## config.mk

```make
export PLATFORM = sky130hd
export DESIGN_NAME = key_slot_table_free_list_top
export DESIGN_NICKNAME = d
export VERILOG_FILES = /design/src/sv/kst_pkg.sv /design/src/sv/kst_ctrl.sv /design/src/sv/kst_dp.sv /design/src/sv/key_slot_table_free_list_top.sv
export SDC_FILE = /design/constraint.sdc
export NUM_CORES = 2
export LEC_CHECK = 0
export BUFFER_PORTS_ARGS = -buffer_cell sky130_fd_sc_hd__buf_4
export CORE_ASPECT_RATIO = 1.25
export CORE_MARGIN = 1
export CORE_UTILIZATION = 45
export CTS_BUF_LIST = sky130_fd_sc_hd__clkbuf_4 sky130_fd_sc_hd__clkbuf_8
export DETAILED_ROUTE_END_ITERATION = 8
export PLACE_DENSITY = 0.59
export SLEW_MARGIN = 10
export SYNTH_ARGS = -nofsm -noshare
export SYNTH_HDL_FRONTEND = slang
export SYNTH_SLANG_ARGS = --single-unit
```

## constraint.sdc

```tcl
create_clock -name i_clk -period 6.1 [get_ports i_clk]
set_clock_uncertainty 0.05 [all_clocks]
set_input_delay 0.915 -clock i_clk [delete_from_list [all_inputs] [get_ports i_clk]]
set_output_delay 0.915 -clock i_clk [all_outputs]
set_load 0.03 [all_outputs]
```

## src/sv/kst_pkg.sv

```systemverilog
// Shared types and constants for the key slot table with a LIFO free list.
// No dependencies; imported by every module of the block.
`default_nettype none

package kst_pkg;

    // Operation codes
    typedef enum logic [1:0] {
        FN_CREATE = 2'd0,
        FN_DELETE = 2'd1,
        FN_SET    = 2'd2,
        FN_GET    = 2'd3
    } t_func;

    // Result status codes
    localparam logic [1:0] ST_OK    = 2'd0;
    localparam logic [1:0] ST_RANGE = 2'd1;
    localparam logic [1:0] ST_FULL  = 2'd2;

    // Free list head value that marks an empty list
    localparam logic [31:0] FREE_EMPTY = 32'hFFFF_FFFF;

    typedef struct packed {
        t_func              func;
        logic signed [7:0]  key;
        logic [31:0]        value;
        logic [31:0]        cleanup_handle;
    } t_req;

    typedef struct packed {
        logic [1:0]  status;
        logic [5:0]  key_out;
        logic [31:0] value_out;
        logic        run_cleanup;
        logic [31:0] cleanup_out;
    } t_rsp;

    // Commands from the controller to the datapath
    typedef struct packed {
        logic load;   // capture request, issue slot read
        logic exec;   // update slot and free list, register result
    } t_dp_cmd;

endpackage

`default_nettype wire

```

## src/sv/kst_ctrl.sv

```systemverilog
// Controller for the key slot table: two-state sequencer and result strobe.
// Depends on kst_pkg.
`default_nettype none

module kst_ctrl
    import kst_pkg::*;
(
    input  wire logic    i_clk,
    input  wire logic    i_rst_n,
    input  wire logic    start,
    output logic         busy,
    output logic         o_done,
    output t_dp_cmd      o_cmd
);

    typedef enum logic [1:0] {
        S_IDLE = 2'b01,
        S_EXEC = 2'b10
    } t_state;

    t_state r_state, n_state;
    logic   r_done, n_done;

    // Decode commands
    assign busy       = (r_state == S_EXEC);
    assign o_cmd.load = start && !busy;
    assign o_cmd.exec = (r_state == S_EXEC);
    assign n_done     = o_cmd.exec;
    assign o_done     = r_done;

    // Advance state
    always_comb begin
        n_state = r_state;
        unique case (r_state)
            S_IDLE: if (o_cmd.load) n_state = S_EXEC;
            S_EXEC: n_state = S_IDLE;
            default: n_state = S_IDLE;
        endcase
    end

    always_ff @(posedge i_clk) begin
        if (!i_rst_n) begin
            r_state <= S_IDLE;
            r_done  <= 1'b0;
        end else begin
            r_state <= n_state;
            r_done  <= n_done;
        end
    end

    a_accept_then_busy: assert property (@(posedge i_clk) disable iff (!i_rst_n)
        (start && !busy) |=> (busy && !o_done))
        else $error("accepted transfer did not enter execution");

    a_done_after_exec: assert property (@(posedge i_clk) disable iff (!i_rst_n)
        o_done |-> (!busy && $past(busy)))
        else $error("result strobe without a preceding execute cycle");

endmodule

`default_nettype wire

```

## src/sv/kst_dp.sv

```systemverilog
// Datapath for the key slot table: slot value and link memories, free list
// head, allocation count and the result register. Depends on kst_pkg.
`default_nettype none

module kst_dp
    import kst_pkg::*;
#(
    parameter int MAX_KEYS = 64
)(
    input  wire logic    i_clk,
    input  wire logic    i_rst_n,
    input  wire t_dp_cmd i_cmd,
    input  wire t_req    i_req,
    output t_rsp         o_rsp
);

    localparam int KW = $clog2(MAX_KEYS);
    localparam int UW = $clog2(MAX_KEYS + 1);
    localparam int CW = KW + 8;

    // Slot storage
    logic [31:0] mem_value [MAX_KEYS];
    logic [31:0] mem_link  [MAX_KEYS];

    logic [31:0]   r_free_head, n_free_head;
    logic [UW-1:0] r_used, n_used;

    t_func         r_func;
    logic          r_key_ok, r_from_free, r_full;
    logic [KW-1:0] r_idx;
    logic [31:0]   r_value, r_hnd;
    logic [31:0]   r_rd_value, r_rd_link;
    t_rsp          r_rsp;

    logic [CW-1:0] key_ext;
    logic          key_ok, have_free, is_full;
    logic [KW-1:0] rd_addr;
    logic [KW+5:0] idx_ext;

    logic          we_value, we_link;
    logic [31:0]   wr_value, wr_link;
    t_rsp          rsp;

    // Decode the request at accept time
    assign key_ext   = CW'($unsigned(i_req.key));
    assign key_ok    = !i_req.key[7] && (key_ext < CW'(r_used));
    assign have_free = !r_free_head[31] && (r_free_head < 32'(r_used));
    assign is_full   = (r_used == UW'(MAX_KEYS));

    always_comb begin
        if (i_req.func == FN_CREATE)
            rd_addr = have_free ? r_free_head[KW-1:0] : r_used[KW-1:0];
        else
            rd_addr = key_ext[KW-1:0];
    end

    // Capture request and read the slot
    always_ff @(posedge i_clk) begin
        if (i_cmd.load) begin
            r_func      <= i_req.func;
            r_key_ok    <= key_ok;
            r_from_free <= have_free;
            r_full      <= is_full;
            r_idx       <= rd_addr;
            r_value     <= i_req.value;
            r_hnd       <= i_req.cleanup_handle;
            r_rd_value  <= mem_value[rd_addr];
            r_rd_link   <= mem_link[rd_addr];
        end
    end

    assign idx_ext = (KW + 6)'(r_idx);

    // Execute the operation on the slot that was read
    always_comb begin
        n_free_head = r_free_head;
        n_used      = r_used;
        we_value    = 1'b0;
        we_link     = 1'b0;
        wr_value    = '0;
        wr_link     = '0;
        rsp         = '0;
        rsp.status  = ST_OK;
        if (r_func == FN_CREATE) begin
            if (r_from_free)
                n_free_head = r_rd_link;
            else if (!r_free_head[31])
                n_free_head = FREE_EMPTY;   // broken link: drop the list
            if (r_from_free || !r_full) begin
                if (!r_from_free)
                    n_used = r_used + UW'(1);
                we_value    = 1'b1;
                we_link     = 1'b1;
                wr_link     = r_hnd;
                rsp.key_out = idx_ext[5:0];
            end else begin
                rsp.status = ST_FULL;
            end
        end else if (!r_key_ok) begin
            rsp.status = ST_RANGE;
        end else begin
            unique case (r_func)
                FN_DELETE: begin
                    if (r_rd_link != '0 && r_rd_value != '0) begin
                        rsp.run_cleanup = 1'b1;
                        rsp.cleanup_out = r_rd_link;
                        rsp.value_out   = r_rd_value;
                    end
                    we_value    = 1'b1;
                    we_link     = 1'b1;
                    wr_link     = r_free_head;
                    n_free_head = 32'(r_idx);
                end
                FN_SET: begin
                    we_value = 1'b1;
                    wr_value = r_value;
                end
                FN_GET:    rsp.value_out = r_rd_value;
                FN_CREATE: ;
                default:   ;
            endcase
        end
    end

    // Write back slot and register the result
    always_ff @(posedge i_clk) begin
        if (i_cmd.exec) begin
            if (we_value) mem_value[r_idx] <= wr_value;
            if (we_link)  mem_link[r_idx]  <= wr_link;
            r_rsp <= rsp;
        end
    end

    // Hold free list head and allocation count
    always_ff @(posedge i_clk) begin
        if (!i_rst_n) begin
            r_free_head <= FREE_EMPTY;
            r_used      <= '0;
        end else if (i_cmd.exec) begin
            r_free_head <= n_free_head;
            r_used      <= n_used;
        end
    end

    assign o_rsp = r_rsp;

    a_used_bound: assert property (@(posedge i_clk) disable iff (!i_rst_n)
        r_used <= UW'(MAX_KEYS))
        else $error("allocation count beyond table size");

    a_exec_after_load: assert property (@(posedge i_clk) disable iff (!i_rst_n)
        i_cmd.exec |-> $past(i_cmd.load))
        else $error("execute without a captured request");

    a_fresh_alloc: assert property (@(posedge i_clk) disable iff (!i_rst_n)
        (i_cmd.exec && r_func == FN_CREATE && !r_from_free && !r_full)
            |=> (r_used == $past(r_used) + UW'(1)))
        else $error("fresh slot allocation did not advance the count");

endmodule

`default_nettype wire

```

## src/sv/key_slot_table_free_list_top.sv

```systemverilog
// Top level of the key slot table with a LIFO free list.
// Depends on kst_pkg, kst_ctrl and kst_dp.
//
// Usage:
//   Drive a request on i_req and raise start; the request transfers at the
//   rising edge where start is high and busy is low. Operations: create
//   (allocate a slot, store the cleanup handle, return the key), delete
//   (report cleanup, push the slot on the free list), set and get value.
//   The result appears on o_rsp, marked by o_done for exactly one cycle; the
//   receiver must take it then, as there is no way to hold it off.
// Timing:
//   The accept edge reads the slot memories (one registered read port each),
//   the next edge writes the slot back and registers the result. o_done is
//   high in the cycle after that, during which busy is already low, so a new
//   request may transfer then. No new request is taken while one executes.
// Reset:
//   i_rst_n is synchronous and active low. It empties the free list and
//   clears the allocation count; slot memories are not cleared and hold no
//   meaning until a create writes them.
`default_nettype none

module key_slot_table_free_list_top
    import kst_pkg::*;
#(
    parameter int MAX_KEYS = 64
)(
    input  wire logic i_clk,
    input  wire logic i_rst_n,
    input  wire logic start,
    input  wire t_req i_req,
    output logic      busy,
    output logic      o_done,
    output t_rsp      o_rsp
);

    t_dp_cmd cmd;

    kst_ctrl u_ctrl (
        .i_clk   (i_clk),
        .i_rst_n (i_rst_n),
        .start   (start),
        .busy    (busy),
        .o_done  (o_done),
        .o_cmd   (cmd)
    );

    kst_dp #(
        .MAX_KEYS (MAX_KEYS)
    ) u_dp (
        .i_clk   (i_clk),
        .i_rst_n (i_rst_n),
        .i_cmd   (cmd),
        .i_req   (i_req),
        .o_rsp   (o_rsp)
    );

endmodule

`default_nettype wire
```

Word-level counts from Yosys, hierarchy flattened
Memories as Yosys holds them, arrays and structs flattened. A register that Yosys moved wholly into a read port is not among the register bits.
Index checks and enable logic that the tools add are counted.
{"block": "totals", "regBits": 190, "ram_bits": 4096, "input_bits": 77, "memories": 2}
{"block": "op_classes", "add_sub_neg": 1, "order_cmp": 2, "eq_ne": 7, "n_mux": 32, "bitwise": 4, "reduce_logical": 24}
{"name": "u_dp.mem_link", "words": 64, "width": 32, "read_ports": 1, "rd_clocked_by_memory_dff": 1, "write_ports": 1, "line": "kst_dp.sv:23", "text": "logic [31:0] mem_link [MAX_KEYS];"}
{"name": "u_dp.mem_value", "words": 64, "width": 32, "read_ports": 1, "rd_clocked_by_memory_dff": 1, "write_ports": 1, "line": "kst_dp.sv:22", "text": "logic [31:0] mem_value [MAX_KEYS];"}
{"operator": "2-to-1 mux 32 bit", "n": 11}
{"operator": "2-to-1 mux 65 bit", "n": 1}
{"operator": "case mux 32 bit (2 select lines)", "n": 1}
{"operator": "nonzero test 32 bit", "n": 2}
{"operator": "less-than comparator 32 x 7 -> 1 bit", "n": 1}
{"operator": "2-to-1 mux 31 bit", "n": 1}
{"operator": "2-to-1 mux 1 bit", "n": 14}
{"operator": "2-to-1 mux 6 bit", "n": 2}
{"operator": "less-than comparator 8 x 7 -> 1 bit", "n": 1}
{"operator": "AND reduction 4 bit", "n": 2}
{"operator": "adder 7 x 1 -> 7 bit, second input constant", "n": 1}
{"operator": "equality test 7 bit, second input constant", "n": 1}
{"operator": "equality test 2 bit, second input constant", "n": 3}
{"operator": "equality test 2 x 1 -> 1 bit, second input constant", "n": 2}
{"operator": "logical AND 1 bit", "n": 4}
{"operator": "zero test 1 bit", "n": 4}
{"operator": "zero test 2 bit", "n": 2}
{"operator": "2-to-1 mux 2 bit", "n": 2}
{"operator": "NOT 1 bit", "n": 4}
{"operator": "AND reduction 2 bit", "n": 2}
{"operator": "nonzero test 2 bit", "n": 2}
{"operator": "OR reduction 2 bit", "n": 2}
{"operator": "OR reduction 4 bit", "n": 1}
{"operator": "inequality test 3 bit, second input constant", "n": 1}
{"operator": "3 further kinds", "n": 3}

Longest topological paths before layout
{"block": "depth", "word_depth": 8, "ltp_mapped": 18, "depth_no_buf": 13}

Modules after synthesis
Synthesis repeated with hierarchy kept, for this count alone.
{"block": "unflattened", "hier_cells": 10508, "area_unflattened_um2": 167140.3}
{"mod": "kst_dp", "n_inst": 1, "cells_per_inst": 10499, "area_each_um2": 167037.7, "seq_area_each_um2": 130144.8}
{"mod": "kst_ctrl", "n_inst": 1, "cells_per_inst": 9, "area_each_um2": 102.6, "seq_area_each_um2": 60.1}

Worst setup path before layout
No wires, ideal clock.
{"block": "synth_timing", "kind": "reg-to-reg", "startpoint": "register u_ctrl.r_state[0]", "endpoint": "memory u_dp.mem_link[31][0], enable pin", "t_arrival_ps": 4536, "slack_ps": 1092, "stages_incl_launch_ff": 7, "n_path_buf": 1, "path_cell_list": "dfxtp_1 > nand2b_1 > inv_1 > nand2_1 > or3_1 > clkbuf_1 > nor2_1"}
{"block": "synth_between", "elab_chain_cells": 3}
{"item": "from (decl)", "line": "kst_ctrl.sv:21", "text": "t_state r_state, n_state;"}
{"item": "from (signal assigned)", "line": "kst_ctrl.sv:46", "text": "r_state <= n_state;"}
{"item": "equality test 2 bit"}
{"item": "net busy", "line": "key_slot_table_free_list_top.sv:31", "text": "output logic busy,"}
{"item": "2-to-1 mux 1 bit", "line": "kst_dp.sv:127", "text": "if (i_cmd.exec) begin"}
{"item": "2-to-1 mux 1 bit (not written as such)", "line": "kst_dp.sv:129", "text": "if (we_link) mem_link[r_idx] <= wr_link;"}
{"item": "to (decl)", "line": "kst_dp.sv:23"}
The timed path passes the listed nets, and every way through them passes these cells.

Worst setup path after layout
{"block": "layout_timing", "startpoint": "register u_dp.r_free_head[20]", "endpoint": "register u_dp.r_rd_link[13] (read register of u_dp.mem_link), data pin"}
{"block": "layout_between", "elab_chain_cells": 4}
{"item": "from (decl)", "line": "kst_dp.sv:25", "text": "logic [31:0] r_free_head, n_free_head;"}
{"item": "from (signal assigned)", "line": "kst_dp.sv:140", "text": "r_free_head <= n_free_head;"}
{"item": "less-than comparator 32 x 7 -> 1 bit", "line": "kst_dp.sv:47", "text": "assign have_free = !r_free_head[31] && (r_free_head < 32'(r_used));"}
{"item": "logical AND 1 bit", "line": "kst_dp.sv:47"}
{"item": "net u_dp.have_free", "line": "kst_dp.sv:36", "text": "logic key_ok, have_free, is_full;"}
{"item": "2-to-1 mux 6 bit", "line": "kst_dp.sv:52", "text": "rd_addr = have_free ? r_free_head[KW-1:0] : r_used[KW-1:0];"}
{"item": "2-to-1 mux 6 bit", "line": "kst_dp.sv:51", "text": "if (i_req.func == FN_CREATE)"}
{"item": "to (decl)", "line": "kst_dp.sv:32", "text": "logic [31:0] r_rd_value, r_rd_link;"}
The timed path passes the listed nets, and every way through them passes these cells.
A chain may end at the register's enable or synchronous reset.

==> summary.md <==
| Metric | Value |
|---|---|
| Status | finished, final reports clean |
| Post-DP HPWL | 308000 microns |
| Synth Area in Compound Gates | 5.62% |
| XOR/XNOR Fraction of Synth Area | 0.0307% |
| Min-Delay Path Depth | 3 |
| Post-DRT Antenna Nets | 0 |
| Routed len/inst | 30.6 microns |
| Clock Latency Late Sink | 1.22 ns |
| DRT Pass-1 Iters | 7 |
| Die height | 691 microns |
| Period utilization | 92.6% |
| Worst-path clk slew | 0.07 ns |
| Worst-Margin Slew | 1.31 ns |
| Mux share of post-synthesis cell area | 8.54% |
| Yosys warns | 0 |
| Max-slew headroom | 12.3% |
| First-pass GRT wire length | 737000 microns |
| Post-synthesis sequential area ratio | 76.1% |
| P_int | 46.4 mW |
| P_leak | 68.4 nW |
| Share of the synthesized area in the top cell type | 75.6% |
| Final hold vios | 0 |
| Overall routing resource usage | 26.7% |
| Via Count | 104k |
| Std cell rows | 252 |
| Vias in the first global route | 102k |
| Buffers added on ports | 151 |
| Netlist Area Pre-Place | 171000 sq um |
| Minimum clock period | 5.65 ns |
| Critical path depth | 14 |
| FILL cells | 30.9k |
| Htree depth | 6 |
| Post_cts resized | 0 |
| Commonest cells post-synth | edfxtp_1, nand2_1, mux2i_1 |
| DRT Wirelength | 526000 microns |
| Placer Congestion | 0.906 |
| Setup repair after global routing missed its margin | no |
| Floorplan die width | 554 microns |
| Critical path's top delay family | simple AND/OR/NAND/NOR gates |
| CTS Root Cell | clkbuf_8 |
| Clock Power Share | 39.4% |
| P_sw | 14.2 mW |
| Async SR Flop Fraction | 0% |
| Multi-input logic area | 39100 sq um |
| Die area | 383000 sq um |
| Core ar. | 378000 sq um |
| Num CTS Buffers | 674 |
| Dominant synthesized flop cell | edfxtp_1 |
| Clk sink count | 4350 |
| Top post-synthesis cells by area | edfxtp_1, mux2i_1, nand2_1 |
| Setup TNS Final | 0 ns |
| Remaining DRCs | 0 |
| Post-synthesis adder-cell area fraction | 0.139% |
| Max-cap violations | 0 |
| Max Clock Freq | 0.177 GHz |
| Switching Fraction | 23.5% |
| TritonCTS clock tree | yes |
| CP Capture Type | register |
| Worst Hold Class | in -> reg |
| Critical Path RT | 6.99 ns |
| Power per cell area | 309 nW/um^2 |
| # setup viols final | 0 |
| Synth Area in Simple Gates | 7.74% |
| Setup slack at placement | 0.634 ns |
| Data arrival time of the worst path | 6.54 ns |
| Io pins | 152 |
| Max incr delay on CP | 0.61 ns |
| Grt total ovfl | 0 |
| Final WS setup | 0.453 ns |
| Post-synth top area cell | edfxtp_1 |
| Top-count cell post-synth | edfxtp_1 |
| Synth Instances | 10.8k |
| Largest net degree at the start of global routing | 127 |
| Critical path type | reg -> reg |
| CP Launch Type | register |
| Avg Vias per Cell | 6.03 |
| Reg power frac | 54.6% |
| Area growth syn-to-layout | 14.6% |
| Register area | 130000 sq um |
| NumNets Final | 11.6k |
| Crit-path cells | nor4_1 > nand4_1 > a211o_1 > buf_4 > inv_2 > nor3_2 > buf_4 > nor2_4 > buf_12 > buf_4 > a2111oi_0 > o41ai_1 > o21ai_0 > nand4bb_1 |
| Clk buf depth | 4 |
| Maximum vdd ir drop | 238 uV |
| FF-to-FF path depth | 14 |
| Post-synthesis cell type count | 72 |
| Slowest-stage cell, CP | nor4_1 |
| Worst Path Buf+Inv | 5 |
| Number of synthesized flops with an enable pin | 4308 |
| Initial antenna violation count | 50 |
| Crit-path most repeated cell | buf_4 |
| Fin. max-slew vios | 0 |
| DR iter-0 viols | 12.6k |
| CP max FO | 47 |
| Starting Density | 45.3% |
| Largest family of logic cells by synthesized area | multiplexers |
| Combinational power share | 6.0% |
| Flops & latches, synth | 4350 |
| Syn nets | 10.9k |
| Layout cells sized above 1 | 16.5% |
| Mapped Avg Cell Area | 15.8 sq um |
## layout by cell type, fill, tap and decap left out, drive strengths merged, types with 177 or more instances in the layout
| cell | synthesis | routed |
|---|---|---|
| nand2 | 1587 | 1587 |
| nor3 | 237 | 237 |
| o21ai | 218 | 218 |
| buf | 282 | 699 |
| edfxtp | 4308 | 4308 |
| a2111oi | 252 | 252 |
| nand3 | 557 | 557 |
| o22ai | 233 | 233 |
| clkinv | 0 | 231 |
| clkbuf | 455 | 912 |
| mux2i | 1447 | 1447 |
| diode | 0 | 177 |
## routing by layer
layer | routed length, microns | track usage (%) | up-vias
li1 | - | - | 44100
met1 | 202000 | 34.3 | 53300
met2 | 254000 | 44.0 | 5307
met3 | 42500 | 4.17 | 1023
met4 | 26900 | 13.7 | 4
met5 | 26 | 0 | -
## tightest hold or removal path: cells and delay by family
family	cells	cell delay, ns
buffers and inverters	1	0.13
AO/OA/AOI/OAI	1	0.06
adder cells (fa/ha/maj)	1	0.13
## stage by stage
step           instances  cell area (sq um)  power [mW]  hold slack (ns)  util, %
2_1_floorplan      10800             171000        35.5            0.425        -
3_3_place_gp       15800             182000        37.2            0.437     48.2
3_5_place_dp       15800             182000        37.3            0.449     48.2
4_1_cts            17000             196000        60.9           0.0388     51.8
5_1_grt            17200             196000        62.3            0.104     51.9
6_report           17200             196000        60.7            0.146     51.9
## layout make-up
cell class	instances	share of cell area (%)
Antenna cell	177	0.226
Multi-Input combinational cell	5725	19.9
Tap cell	4953	3.16
Clock inverter	291	0.946
Inverter	28	0.0676
Sequential cell	4350	66.4
Clock buffer	912	5.69
Timing Repair Buffer	768	3.60
## path summary, 6_finish.rpt
path | from | end | slack (ns)
max | u_dp.r_free_head[20] | u_dp.r_rd_link[13] | 0.45
min | i_req[70] | u_dp.r_key_ok | 0.15
max reg2reg | u_dp.r_free_head[20] | u_dp.r_rd_link[13] | 0.45
min reg2reg | u_dp.r_free_head[28] | u_dp.r_free_head[28] | 0.46
## registers in the layout (all words and copies together) (netlist names), 2 cells and up
signal            count
u_dp.mem_link      2048
u_dp.mem_value     2048
u_dp.o_rsp           73
u_dp.r_free_head     32
u_dp.r_hnd           32
u_dp.r_rd_link       32
u_dp.r_rd_value      32
u_dp.r_value         32
u_dp.r_used           7
u_dp.r_idx            6
u_ctrl.r_state        2
u_dp.r_func           2
## power groups by stage
stage	clock, mW	combinational [mW]	sequential [mW]
after global routing	25.4	3.79	33.1
after detailed placement	0	3.56	33.7
after CTS	24.2	3.60	33.1
final	23.9	3.66	33.1
after global placement	0	3.50	33.7
after floorplan	0	1.94	33.6
## cells by family after synthesis
family	after synthesis
XOR/XNOR	6
flip-flops	4350
buffers and inverters	765
adder cells (fa/ha/maj)	19
AO/OA/AOI/OAI	1321
multiplexers	1459
AND/OR/NAND/NOR	2920
## timing repair
action	4_1_cts	5_1_grt
hold buffers	69	0
endpoints found under the setup margin	0	0
endpoints found under the hold margin	84	0
buffers inserted	0	0
Note: power is estimated with default switching activity, not from simulation.
